[src/hdl/ilist_pkg.sv]
// Shared types and constants for the index linked list block.
// No dependencies; imported by ilist_node_mem, ilist_ctrl and the top level.
package ilist_pkg;

  localparam int NODES     = 4096;
  localparam int IDX_BITS  = $clog2(NODES);
  localparam int LINK_BITS = IDX_BITS + 1;   // signed index, all ones = null
  localparam int CNT_BITS  = IDX_BITS + 1;   // holds 0..NODES
  localparam int WORD_BITS = 56;

  localparam logic [LINK_BITS-1:0] NULL_LINK = '1;
  localparam logic [CNT_BITS-1:0]  CNT_FULL  = CNT_BITS'(NODES);

  localparam logic OP_INSERT = 1'b0;
  localparam logic OP_DELETE = 1'b1;

  typedef enum logic [1:0] {
    STAT_OK      = 2'd0,
    STAT_FULL    = 2'd1,
    STAT_NO_SUCC = 2'd2,
    STAT_UNALLOC = 2'd3
  } status_t;

  // One shared read address for both arrays, separate write ports.
  typedef struct packed {
    logic                 rd_en;
    logic [IDX_BITS-1:0]  rd_addr;
    logic                 lk_we;
    logic [IDX_BITS-1:0]  lk_waddr;
    logic [LINK_BITS-1:0] lk_wdata;
    logic                 wd_we;
    logic [IDX_BITS-1:0]  wd_waddr;
    logic [WORD_BITS-1:0] wd_wdata;
  } mem_req_t;

endpackage

[src/hdl/ilist_ctrl.sv]
// Sequencer for insert-after / delete-after: head pointer, bump allocator,
// read-modify-write of the node memory. Depends on ilist_pkg.
module ilist_ctrl (
  input  logic                            clk,
  input  logic                            rst_n,
  input  logic                            start,
  output logic                            busy,
  input  logic                            in_opcode,
  input  logic [ilist_pkg::LINK_BITS-1:0] in_after_index,
  input  logic [ilist_pkg::WORD_BITS-1:0] in_word_in,
  output logic                            out_strobe,
  output logic [1:0]                      out_status,
  output logic [ilist_pkg::IDX_BITS-1:0]  out_new_index,
  output logic [ilist_pkg::WORD_BITS-1:0] out_word_out,
  output ilist_pkg::mem_req_t             mem_req,
  input  logic [ilist_pkg::WORD_BITS-1:0] word_rd,
  input  logic [ilist_pkg::LINK_BITS-1:0] link_rd
);
  import ilist_pkg::*;

  typedef enum logic [1:0] {
    ST_IDLE,
    ST_LINK_WAIT,  // link of after node on read port
    ST_INS_FIX,    // patch link of after node
    ST_DEL_WAIT    // victim word and link on read port
  } state_t;

  state_t               state_r, state_nxt;
  logic                 op_r, op_nxt;
  logic [LINK_BITS-1:0] after_r, after_nxt;
  logic [WORD_BITS-1:0] word_r, word_nxt;
  logic [LINK_BITS-1:0] head_r, head_nxt;
  logic [CNT_BITS-1:0]  alloc_r, alloc_nxt;
  logic                 strobe_r, strobe_nxt;
  status_t              status_r, status_nxt;
  logic [IDX_BITS-1:0]  new_idx_r, new_idx_nxt;
  logic [WORD_BITS-1:0] word_out_r, word_out_nxt;

  logic                 accept;
  logic                 in_front;
  logic                 in_after_ok;
  logic                 front_r;
  logic [IDX_BITS-1:0]  alloc_idx;

  // A link names a live node when it is non-negative and below the count.
  function automatic logic link_ok(input logic [LINK_BITS-1:0] lk,
                                   input logic [CNT_BITS-1:0]  cnt);
    link_ok = !lk[LINK_BITS-1] && (CNT_BITS'(lk[IDX_BITS-1:0]) < cnt);
  endfunction

  assign accept      = start && !busy;
  assign in_front    = (in_after_index == NULL_LINK);
  assign in_after_ok = in_front || link_ok(in_after_index, alloc_r);
  assign front_r     = (after_r == NULL_LINK);
  assign alloc_idx   = alloc_r[IDX_BITS-1:0];

  always_comb begin
    state_nxt    = state_r;
    op_nxt       = op_r;
    after_nxt    = after_r;
    word_nxt     = word_r;
    head_nxt     = head_r;
    alloc_nxt    = alloc_r;
    strobe_nxt   = 1'b0;
    status_nxt   = STAT_OK;
    new_idx_nxt  = '0;
    word_out_nxt = '0;
    mem_req      = '0;

    case (state_r)
      ST_IDLE: begin
        if (accept) begin
          op_nxt    = in_opcode;
          after_nxt = in_after_index;
          word_nxt  = in_word_in;
          if (!in_after_ok) begin
            strobe_nxt = 1'b1;
            status_nxt = STAT_UNALLOC;
          end else if (in_opcode == OP_INSERT) begin
            if (alloc_r == CNT_FULL) begin
              strobe_nxt = 1'b1;
              status_nxt = STAT_FULL;
            end else if (in_front) begin
              mem_req.wd_we    = 1'b1;
              mem_req.wd_waddr = alloc_idx;
              mem_req.wd_wdata = in_word_in;
              mem_req.lk_we    = 1'b1;
              mem_req.lk_waddr = alloc_idx;
              mem_req.lk_wdata = head_r;
              head_nxt         = {1'b0, alloc_idx};
              alloc_nxt        = alloc_r + 1'b1;
              strobe_nxt       = 1'b1;
              new_idx_nxt      = alloc_idx;
            end else begin
              mem_req.rd_en   = 1'b1;
              mem_req.rd_addr = in_after_index[IDX_BITS-1:0];
              state_nxt       = ST_LINK_WAIT;
            end
          end else if (in_front) begin
            if (!link_ok(head_r, alloc_r)) begin
              strobe_nxt = 1'b1;
              status_nxt = STAT_NO_SUCC;
            end else begin
              mem_req.rd_en   = 1'b1;
              mem_req.rd_addr = head_r[IDX_BITS-1:0];
              state_nxt       = ST_DEL_WAIT;
            end
          end else begin
            mem_req.rd_en   = 1'b1;
            mem_req.rd_addr = in_after_index[IDX_BITS-1:0];
            state_nxt       = ST_LINK_WAIT;
          end
        end
      end

      ST_LINK_WAIT: begin
        if (op_r == OP_INSERT) begin
          mem_req.wd_we    = 1'b1;
          mem_req.wd_waddr = alloc_idx;
          mem_req.wd_wdata = word_r;
          mem_req.lk_we    = 1'b1;
          mem_req.lk_waddr = alloc_idx;
          mem_req.lk_wdata = link_rd;
          state_nxt        = ST_INS_FIX;
        end else if (!link_ok(link_rd, alloc_r)) begin
          strobe_nxt = 1'b1;
          status_nxt = STAT_NO_SUCC;
          state_nxt  = ST_IDLE;
        end else begin
          mem_req.rd_en   = 1'b1;
          mem_req.rd_addr = link_rd[IDX_BITS-1:0];
          state_nxt       = ST_DEL_WAIT;
        end
      end

      ST_INS_FIX: begin
        mem_req.lk_we    = 1'b1;
        mem_req.lk_waddr = after_r[IDX_BITS-1:0];
        mem_req.lk_wdata = {1'b0, alloc_idx};
        alloc_nxt        = alloc_r + 1'b1;
        strobe_nxt       = 1'b1;
        new_idx_nxt      = alloc_idx;
        state_nxt        = ST_IDLE;
      end

      ST_DEL_WAIT: begin
        if (front_r) begin
          head_nxt = link_rd;
        end else begin
          mem_req.lk_we    = 1'b1;
          mem_req.lk_waddr = after_r[IDX_BITS-1:0];
          mem_req.lk_wdata = link_rd;
        end
        strobe_nxt   = 1'b1;
        word_out_nxt = word_rd;
        state_nxt    = ST_IDLE;
      end

      default: begin
        state_nxt = ST_IDLE;
      end
    endcase
  end

  always_ff @(posedge clk) begin
    if (!rst_n) begin
      state_r  <= ST_IDLE;
      head_r   <= NULL_LINK;
      alloc_r  <= '0;
      strobe_r <= 1'b0;
    end else begin
      state_r  <= state_nxt;
      head_r   <= head_nxt;
      alloc_r  <= alloc_nxt;
      strobe_r <= strobe_nxt;
    end
    op_r       <= op_nxt;
    after_r    <= after_nxt;
    word_r     <= word_nxt;
    status_r   <= status_nxt;
    new_idx_r  <= new_idx_nxt;
    word_out_r <= word_out_nxt;
  end

  assign busy          = (state_r != ST_IDLE);
  assign out_strobe    = strobe_r;
  assign out_status    = status_r;
  assign out_new_index = new_idx_r;
  assign out_word_out  = word_out_r;

endmodule

[config.mk]
export PLATFORM = sky130hd
export DESIGN_NAME = ilist_ctrl
export DESIGN_NICKNAME = d
export VERILOG_FILES = /design/src/hdl/ilist_pkg.sv /design/src/hdl/ilist_ctrl.sv
export SDC_FILE = /design/constraint.sdc
export NUM_CORES = 1
export LEC_CHECK = 0
export BUFFER_PORTS_ARGS = -buffer_cell sky130_fd_sc_hd__buf_2
export CAP_MARGIN = 20
export CORE_MARGIN = 2
export CORE_UTILIZATION = 52
export DETAILED_ROUTE_END_ITERATION = 8
export PLACE_DENSITY_LB_ADDON = 0.25
export SLEW_MARGIN = 20
export SYNTH_ARGS = -nofsm -noshare
export SYNTH_HDL_FRONTEND = slang
export SYNTH_SLANG_ARGS = --single-unit
[constraint.sdc]
create_clock -name clk -period 6.6 [get_ports clk]
set_clock_uncertainty 0.05 [all_clocks]
set_input_delay 0.33 -clock clk [delete_from_list [all_inputs] [get_ports clk]]
set_output_delay 0.33 -clock clk [all_outputs]
set_load 0.02 [all_outputs]
==> results of run 1 <==
critical path, delay by kind of cell (launching register included):
family | cells | cell delay, ns
buffers and inverters | 2 | 0.33
AOI/OAI and AO/OA | 5 | 1.38
adders and majority gates | 1 | 0.31
and+or+nand+nor | 1 | 0.95
DFF | 1 | 0.48
metrics by stage:
step                std cells  setup WS (ns)  total power, mW
detailed placement       1135           2.83             1.28
floorplan                 678           3.84             1.20
global placement         1135           2.93             1.28
finish                   1168           2.35             2.23
global route             1168           2.17             2.30
CTS                      1167           2.38             2.24
registers in the layout, summed over array words and instances (netlist names):
name           count
out_word_out      56
word_r            56
after_r           13
alloc_r           13
head_r            13
out_new_index     12
out_status         2
state_r            2
op_r               1
out_strobe         1
worst paths after layout:
kind,cells after the start,to,slack [ns],from
hold reg to reg,2,head_r[12],0.47,head_r[12]
hold / removal,1,word_r[31],0.05,in_word_in[31]
setup reg to reg,8,head_r[4],2.92,state_r[0]
setup / recovery,9,mem_req[106],2.35,alloc_r[2]
cell type report:
class,count,area [um2]
Inverter,28,110
Clock inverter,13,133
Tap cell,180,225
Multi-Input combinational cell,433,3090
Sequential cell,169,4080
Timing Repair Buffer,326,1640
Clock buffer,19,447
Fill cell,1105,4260
cell usage in the layout (no fill, tap or decap), types with 4 or more instances in the layout:
cell type  Yosys  layout
a22o_1        56      56
clkbuf_16      0      17
a222oi_1      12      12
o2bb2ai_1     12      12
nand3_1       10      10
a21o_1        20      20
nand2b_1       6       6
o21ai_1        8       8
xnor2_1       10      10
clkinv_4       1       4
and3_1        69      69
nor2_1        36      36
buf_2          9     321
nor4_1         6       6
edfxtp_1      70      70
a21oi_1       11      11
ha_1          35      35
nand2_1       36      36
o21ai_0       24      24
and2_1        15      15
buf_4          0       5
inv_1         26      26
dfxtp_1       99      99
nor3_1         5       5
nand4_1        6       6
and2_4         8       8
metal layers:
metal	up-vias	global-route usage (%)	routed length [um]
li1	3121	-	-
met1	3096	34.3	8900
met2	338	46.2	10500
met3	45	5.45	1780
met4	2	9.48	463
met5	-	0	13
report_power, final:
| group | internal [mW] | switching (mW) | leakage, nW | total (mW) |
|---|---|---|---|---|
| combinational | 0.0537 | 0.0770 | 3.17 | 0.131 |
| clock | 0.546 | 0.426 | 0.292 | 0.971 |
| sequential | 1.12 | 0.00852 | 1.48 | 1.13 |
cell families after synthesis:
family,Yosys count,share of synthesized area [%]
flip-flops,169,54.5
XOR/XNOR,10,1.17
AO/OA/AOI/OAI,163,17.0
AND/OR/NAND/NOR,224,17.0
buffers and inverters,76,4.33
multiplexers,1,0.134
adder cells (fa/ha/maj),35,5.85
==> summary.md, run 1 <==
| Metric | Value |
|---|---|
| Status | complete, no violations |
| Critical path's slowest cell | nor2b_1 |
| Gpl congestion | 0.955 |
| Antenna Cells | 0 |
| Clock Sinks | 169 |
| Mapped Nets | 855 |
| Worst path max stage delay | 0.95 ns |
| Cell area power density | 229 nW/um2 |
| Initial antenna violation count | 1 |
| Detail Placement HPWL | 15800 um |
| Top cells by count, synth | dfxtp_1, edfxtp_1, and3_1, a22o_1 |
| Arr. time, crit path | 3.87 ns |
| Max_cap viols | 0 |
| CTS tree | yes |
| # setup viols final | 0 |
| FF+latch count, synth | 169 |
| Post-CTS setup buffers | 0 |
| Remaining antenna violation count after routing | 0 |
| DRC Markers | 0 |
| Min cycle time layout | 4.25 ns |
| Total grt overflow | 0 |
| Netlist cell types | 57 |
| Yosys top cell area share | 28.1% |
| Port Buffer Count | 321 |
| Vias | 6602 |
| Routed WL per cell | 18.6 um |
| Yosys top cell by area | edfxtp_1 |
| Seq/Total Area, Yosys | 54.5% |
| Worst slew pin tran | 1.12 ns |
| Leak Pwr | 4.94 nW |
| Final hold vios | 0 |
| FMAX | 236 MHz |
| Drt via density | 5.65 |
| Gr usage total | 27.1% |
| DRT iter0 DRCs | 750 |
| Main synth FF type | dfxtp_1 |
| Post-Syn Area | 7490 um2 |
| Synth Area per Inst | 11.0 um2 |
| Starting density of the core | 53.6% |
| Later-pin clock latency in the skew report | 0.42 ns |
| Hold Crit Class | input pin to register |
| Worst hold slack | 0.0540 ns |
| Number of flops mapped to enable cells by yosys | 70 |
| Top-count cell post-synth | dfxtp_1 |
| Setup TNS | 0 ns |
| Worst setup EP type | output pin |
| Cell area after placement | 9140 um2 |
| CTS root buf | clkbuf_16 |
| Die Width | 124 um |
| Clock-pin slew on the worst setup and hold paths | 0.06 ns |
| Largest net degree at the start of global routing | 77 |
| RSZ-0062 raised after global routing | no |
| Ports | 322 |
| Die area | 15400 um2 |
| Slew HR | 25.3% |
| First-pass GRT wire length | 31500 um |
| Vias in the first global route | 5995 |
| DR pass1 iterations | 8 |
| Final Max Tran Viols | 0 |
| Share of post-route cells with drive strength above 1 | 38.3% |
| Hold Buf Count CTS | 0 |
| Final nets | 1152 |
| Worst-path cell chain | inv_1 -> ha_1 -> a21o_1 -> a31oi_1 -> o21ai_0 -> a2111oi_2 -> nor2b_1 -> a221o_1 -> buf_2 |
| Req. time, crit path | 6.22 ns |
| WL final | 21700 um |
| Post-cts resize count | 0 |
| Post-Syn Instances | 678 |
| Core Util, Final | 69.6% |
| Critical Path Start Type | register |
| Row count | 43 |
| Final instance area | 9730 um2 |
| Core area | 14000 um2 |
| Final period utilization | 64.3% |
| Largest cells by area after synthesis | edfxtp_1, dfxtp_1, a22o_1 |
| Synth async-reset ratio | 0% |
| Longest Clk Path Bufs | 2 |
| Crit-path max FO | 12 |
| Ys Warns | 0 |
| Die height | 124 um |
| Critical path type | register to output pin |
| H-tree depth | 4 |
| Area Overhead vs Synth | 29.9% |
| Total CTS buffers | 17 |
| Max VDD drop | 0.148 mV |
No activity file was read; power rests on OpenSTA's default activity.
==> run 2, diff against run 1 <==
--- a/config.mk
+++ b/config.mk
@@ -5,10 +5,11 @@
 export SDC_FILE = /design/constraint.sdc
 export NUM_CORES = 1
 export LEC_CHECK = 0
+export ABC_AREA = 1
 export BUFFER_PORTS_ARGS = -buffer_cell sky130_fd_sc_hd__buf_2
 export CAP_MARGIN = 20
 export CORE_MARGIN = 2
-export CORE_UTILIZATION = 52
+export CORE_UTILIZATION = 45
 export DETAILED_ROUTE_END_ITERATION = 8
 export PLACE_DENSITY_LB_ADDON = 0.25
 export SLEW_MARGIN = 20
==> constraint.sdc (replaced) <==
create_clock -name clk -period 3.8 [get_ports clk]
set_clock_uncertainty 0.05 [all_clocks]
set_input_delay 0.19 -clock clk [delete_from_list [all_inputs] [get_ports clk]]
set_output_delay 0.19 -clock clk [all_outputs]
set_load 0.02 [all_outputs]
==> run 2 against run 1 <==
Net effect:
- critical endpoint is now mem_req[102]
- die area rose by 29%
- clock-buffer cell count fell by 2
- critical path type unchanged
- synthesized area up 12%
- routed wire length up 39%
==> summary.md, run 2 <==
| Metric | Value |
|---|---|
| RSZ-0062 raised after global routing | no |
| Post-Syn Instances | 1019 (+50%) |
| FF+latch count, synth | 169 (unchanged) |
| Final nets | 1618 (+40%) |
| Synth async-reset ratio | 0% (unchanged) |
| Die area | 19800 um2 (+29%) |
| Critical path type | register to output pin |
| Antenna Cells | 0 (unchanged) |
| Routed WL per cell | 18.0 um (-3.2%) |
| Later-pin clock latency in the skew report | 0.44 ns (+0.02 ns) |
| FMAX | 292 MHz |
| Setup TNS | 0 ns (unchanged) |
| WL final | 30300 um (+39%) |
| Area Overhead vs Synth | 42.1% |
| Gpl congestion | 1.00 (+5.0%) |
| Part of the power in the clock network | 42.5% (-1.0 points) |
| Worst path max stage delay | 0.56 ns (-0.39 ns) |
| Top-count cell post-synth | nand2_1 |
| Fill cells | 1485 (+34%) |
| Total CTS buffers | 17 (unchanged) |
| Most frequent cells in the layout | buf_2, nand2_1, dlygate4sd3_1 |
| First-pass GRT wire length | 46300 um (+47%) |
| Max VDD drop | 0.303 mV (+100%) |
| WL met3 | 2760 um (+55%) |
| Share of post-route cells with drive strength above 1 | 27.9% (-10 points) |
| Status | complete, no violations |
| Clock-pin slew on the worst setup and hold paths | 0.08 ns (+0.02 ns) |
| Worst slew pin tran | 1.06 ns (-0.0587 ns) |
| Longest Clk Path Bufs | 2 (unchanged) |
| Max_cap viols | 0 (unchanged) |
| CTS root buf | clkbuf_16 |
| Drt via density | 5.24 (-7.3%) |
| Largest cells by area after synthesis | edfxtp_1, dfxtp_1, nand2_1 |
| Mapped Nets | 1196 (+40%) |
| Largest net degree at the start of global routing | 84 (+9.1%) |
| # setup viols final | 0 (unchanged) |
| Remaining antenna violation count after routing | 0 (unchanged) |
| Clock Sinks | 169 (unchanged) |
| Core area | 18100 um2 (+30%) |
| Sw power | 1.08 mW (+110%) |
| Die Width | 141 um (+13%) |
| Yosys top cell by area | edfxtp_1 |
| Post-CTS setup buffers | 0 (unchanged) |
| Post-Syn Area | 8400 um2 (+12%) |
| Cell area power density | 344 nW/um2 (+50%) |
| Final hold vios | 0 (unchanged) |
| Detail Placement HPWL | 20000 um (+27%) |
| Yosys top cell area share | 25.0% (-3.0 points) |
| Seq pwr share | 47.8% (-2.8 points) |
| Highest routed metal layer | met5 |
| Port Buffer Count | 321 (unchanged) |
| Crit-path max FO | 11 (-1) |
| Top cells by count, synth | nand2_1, inv_1, nor2_1, dfxtp_1, edfxtp_1 |
| Ys Warns | 0 (unchanged) |
| Netlist cell types | 35 (-39%) |
| Sw Share | 26.3% (+3.4 points) |
| Final instance area | 11900 um2 (+23%) |
| Most used cell, CP | nand2_1 |
| Die height | 141 um (+13%) |
| Final period utilization | 90.3% |
| Leak Pwr | 6.09 nW (+23%) |
| Ports | 322 (unchanged) |
| Req. time, crit path | 3.56 ns (-2.66 ns) |
| Min cycle time layout | 3.43 ns |
| Met2 routed WL | 14700 um (+39%) |
| Synth Area per Inst | 8.24 um2 (-25%) |
| Critical Path Start Type | register |
| Most common cell after layout, fill and taps aside | buf_2 |
| DR pass1 iterations | 5 (-3) |
| CTS tree | yes |
| Total grt overflow | 0 (unchanged) |
| Wire length on met1 | 11600 um (+30%) |
| Hold Crit Class | input pin to register |
| DRC Markers | 0 (unchanged) |
| Cell area after placement | 10100 um2 (+10%) |
| Row count | 49 (+14%) |
| H-tree depth | 4 (unchanged) |
| Seq/Total Area, Yosys | 48.6% (-5.9 points) |
| Slew HR | 29.4% (+4.1 points) |
| Vias in the first global route | 8668 (+45%) |
| Vias | 8823 (+34%) |
| Int Pwr | 3.02 mW (+76%) |
| Worst setup EP type | output pin |
| Gr usage total | 30.1% (+3.0 points) |
| DRT iter0 DRCs | 580 (-23%) |
| Final Max Tran Viols | 0 (unchanged) |
| Arr. time, crit path | 3.19 ns (-0.68 ns) |
| Worst-path cell chain | inv_1 -> ha_1 -> nand2_1 -> nor2_1 -> nand2_1 -> nand3_1 -> nand2_1 -> nand4_1 -> inv_1 -> nand2_1 -> o21ai_2 -> buf_2 |
| Main synth FF type | dfxtp_1 |
| Number of flops mapped to enable cells by yosys | 70 (unchanged) |
| Combinational power share | 9.7% (+3.8 points) |
| Initial antenna violation count | 1 (unchanged) |
| Starting density of the core | 46.3% (-7.3 points) |
| Critical path's slowest cell | dfxtp_1 |
==> run 2: cells by family after synthesis <==
group	Yosys count	synth area share, %
AND/OR/NAND/NOR	496	26.0
buffers and inverters	175	8.98
flip-flops	169	48.6
AO/OA/AOI/OAI	137	10.4
adder cells (fa/ha/maj)	35	5.21
XOR/XNOR	7	0.730
==> run 2: path summary, 6_finish.rpt <==
check                               endpoint              start  depth (start not counted)  slack (ns)
worst max-delay path            mem_req[102]         alloc_r[4]                         12        0.37
worst max register to register     head_r[6]         alloc_r[4]                         12        0.93
worst min-delay path              after_r[2]  in_after_index[2]                          1        0.02
worst min register to register     head_r[1]          head_r[1]                          2        0.46
==> run 2: power by group through the flow <==
| stage | combinational [mW] | sequential, mW | clock, mW |
|---|---|---|---|
| 4_1_cts | 0.385 | 1.96 | 1.78 |
| 3_5_place_dp | 0.283 | 2.00 | 0 |
| 2_1_floorplan | 0.135 | 2.00 | 0 |
| 5_1_grt | 0.431 | 1.97 | 1.85 |
| 3_3_place_gp | 0.279 | 2.00 | 0 |
| 6_report | 0.397 | 1.96 | 1.75 |
==> run 2: final cells by class <==
type                    instances  area (um2)  share of cell area [%]
inverters                     122         458                    3.84
multi-input cells             675        3570                    30.0
flip-flops and latches        169        4080                    34.2
clock buffers                  17         425                    3.57
repair buffers                456        2930                    24.6
clock inverters                15         171                    1.44
well taps                     229         287                    2.40
==> run 2: metal layers <==
layer / track usage [%] / vias up
met5: 0 / -
met4: 13.8 / 2
met3: 7.78 / 81
met2: 51.5 / 470
met1: 35.5 / 4061
li1: - / 4209
==> run 2: critical path: cells and delay by family, from the launching register on <==
kind,cells,cell delay (ns)
simple gates,7,0.84
compound gates,1,0.10
fa+ha+maj,1,0.36
flops,1,0.56
buf+inv,3,0.87
==> run 2: per-stage QoR <==
step	std cells	setup WS [ns]	power [mW]	hold slack, ns	util (%)
after global placement	1526	0.874	2.28	0.331	55.5
final	1683	0.370	4.10	0.0231	65.8
after detailed placement	1526	0.793	2.29	0.332	55.5
after CTS	1683	0.314	4.12	0.00131	65.7
after global routing	1683	0.174	4.24	0.00755	65.8
after floorplan	1019	1.34	2.14	0.239	-
==> run 2: timing repair <==
action	4_1_cts	5_1_grt
endpoints found under the hold margin	125	0
hold buffers	125	0
setup endpoints to repair	0	3
gates resized for setup	0	1
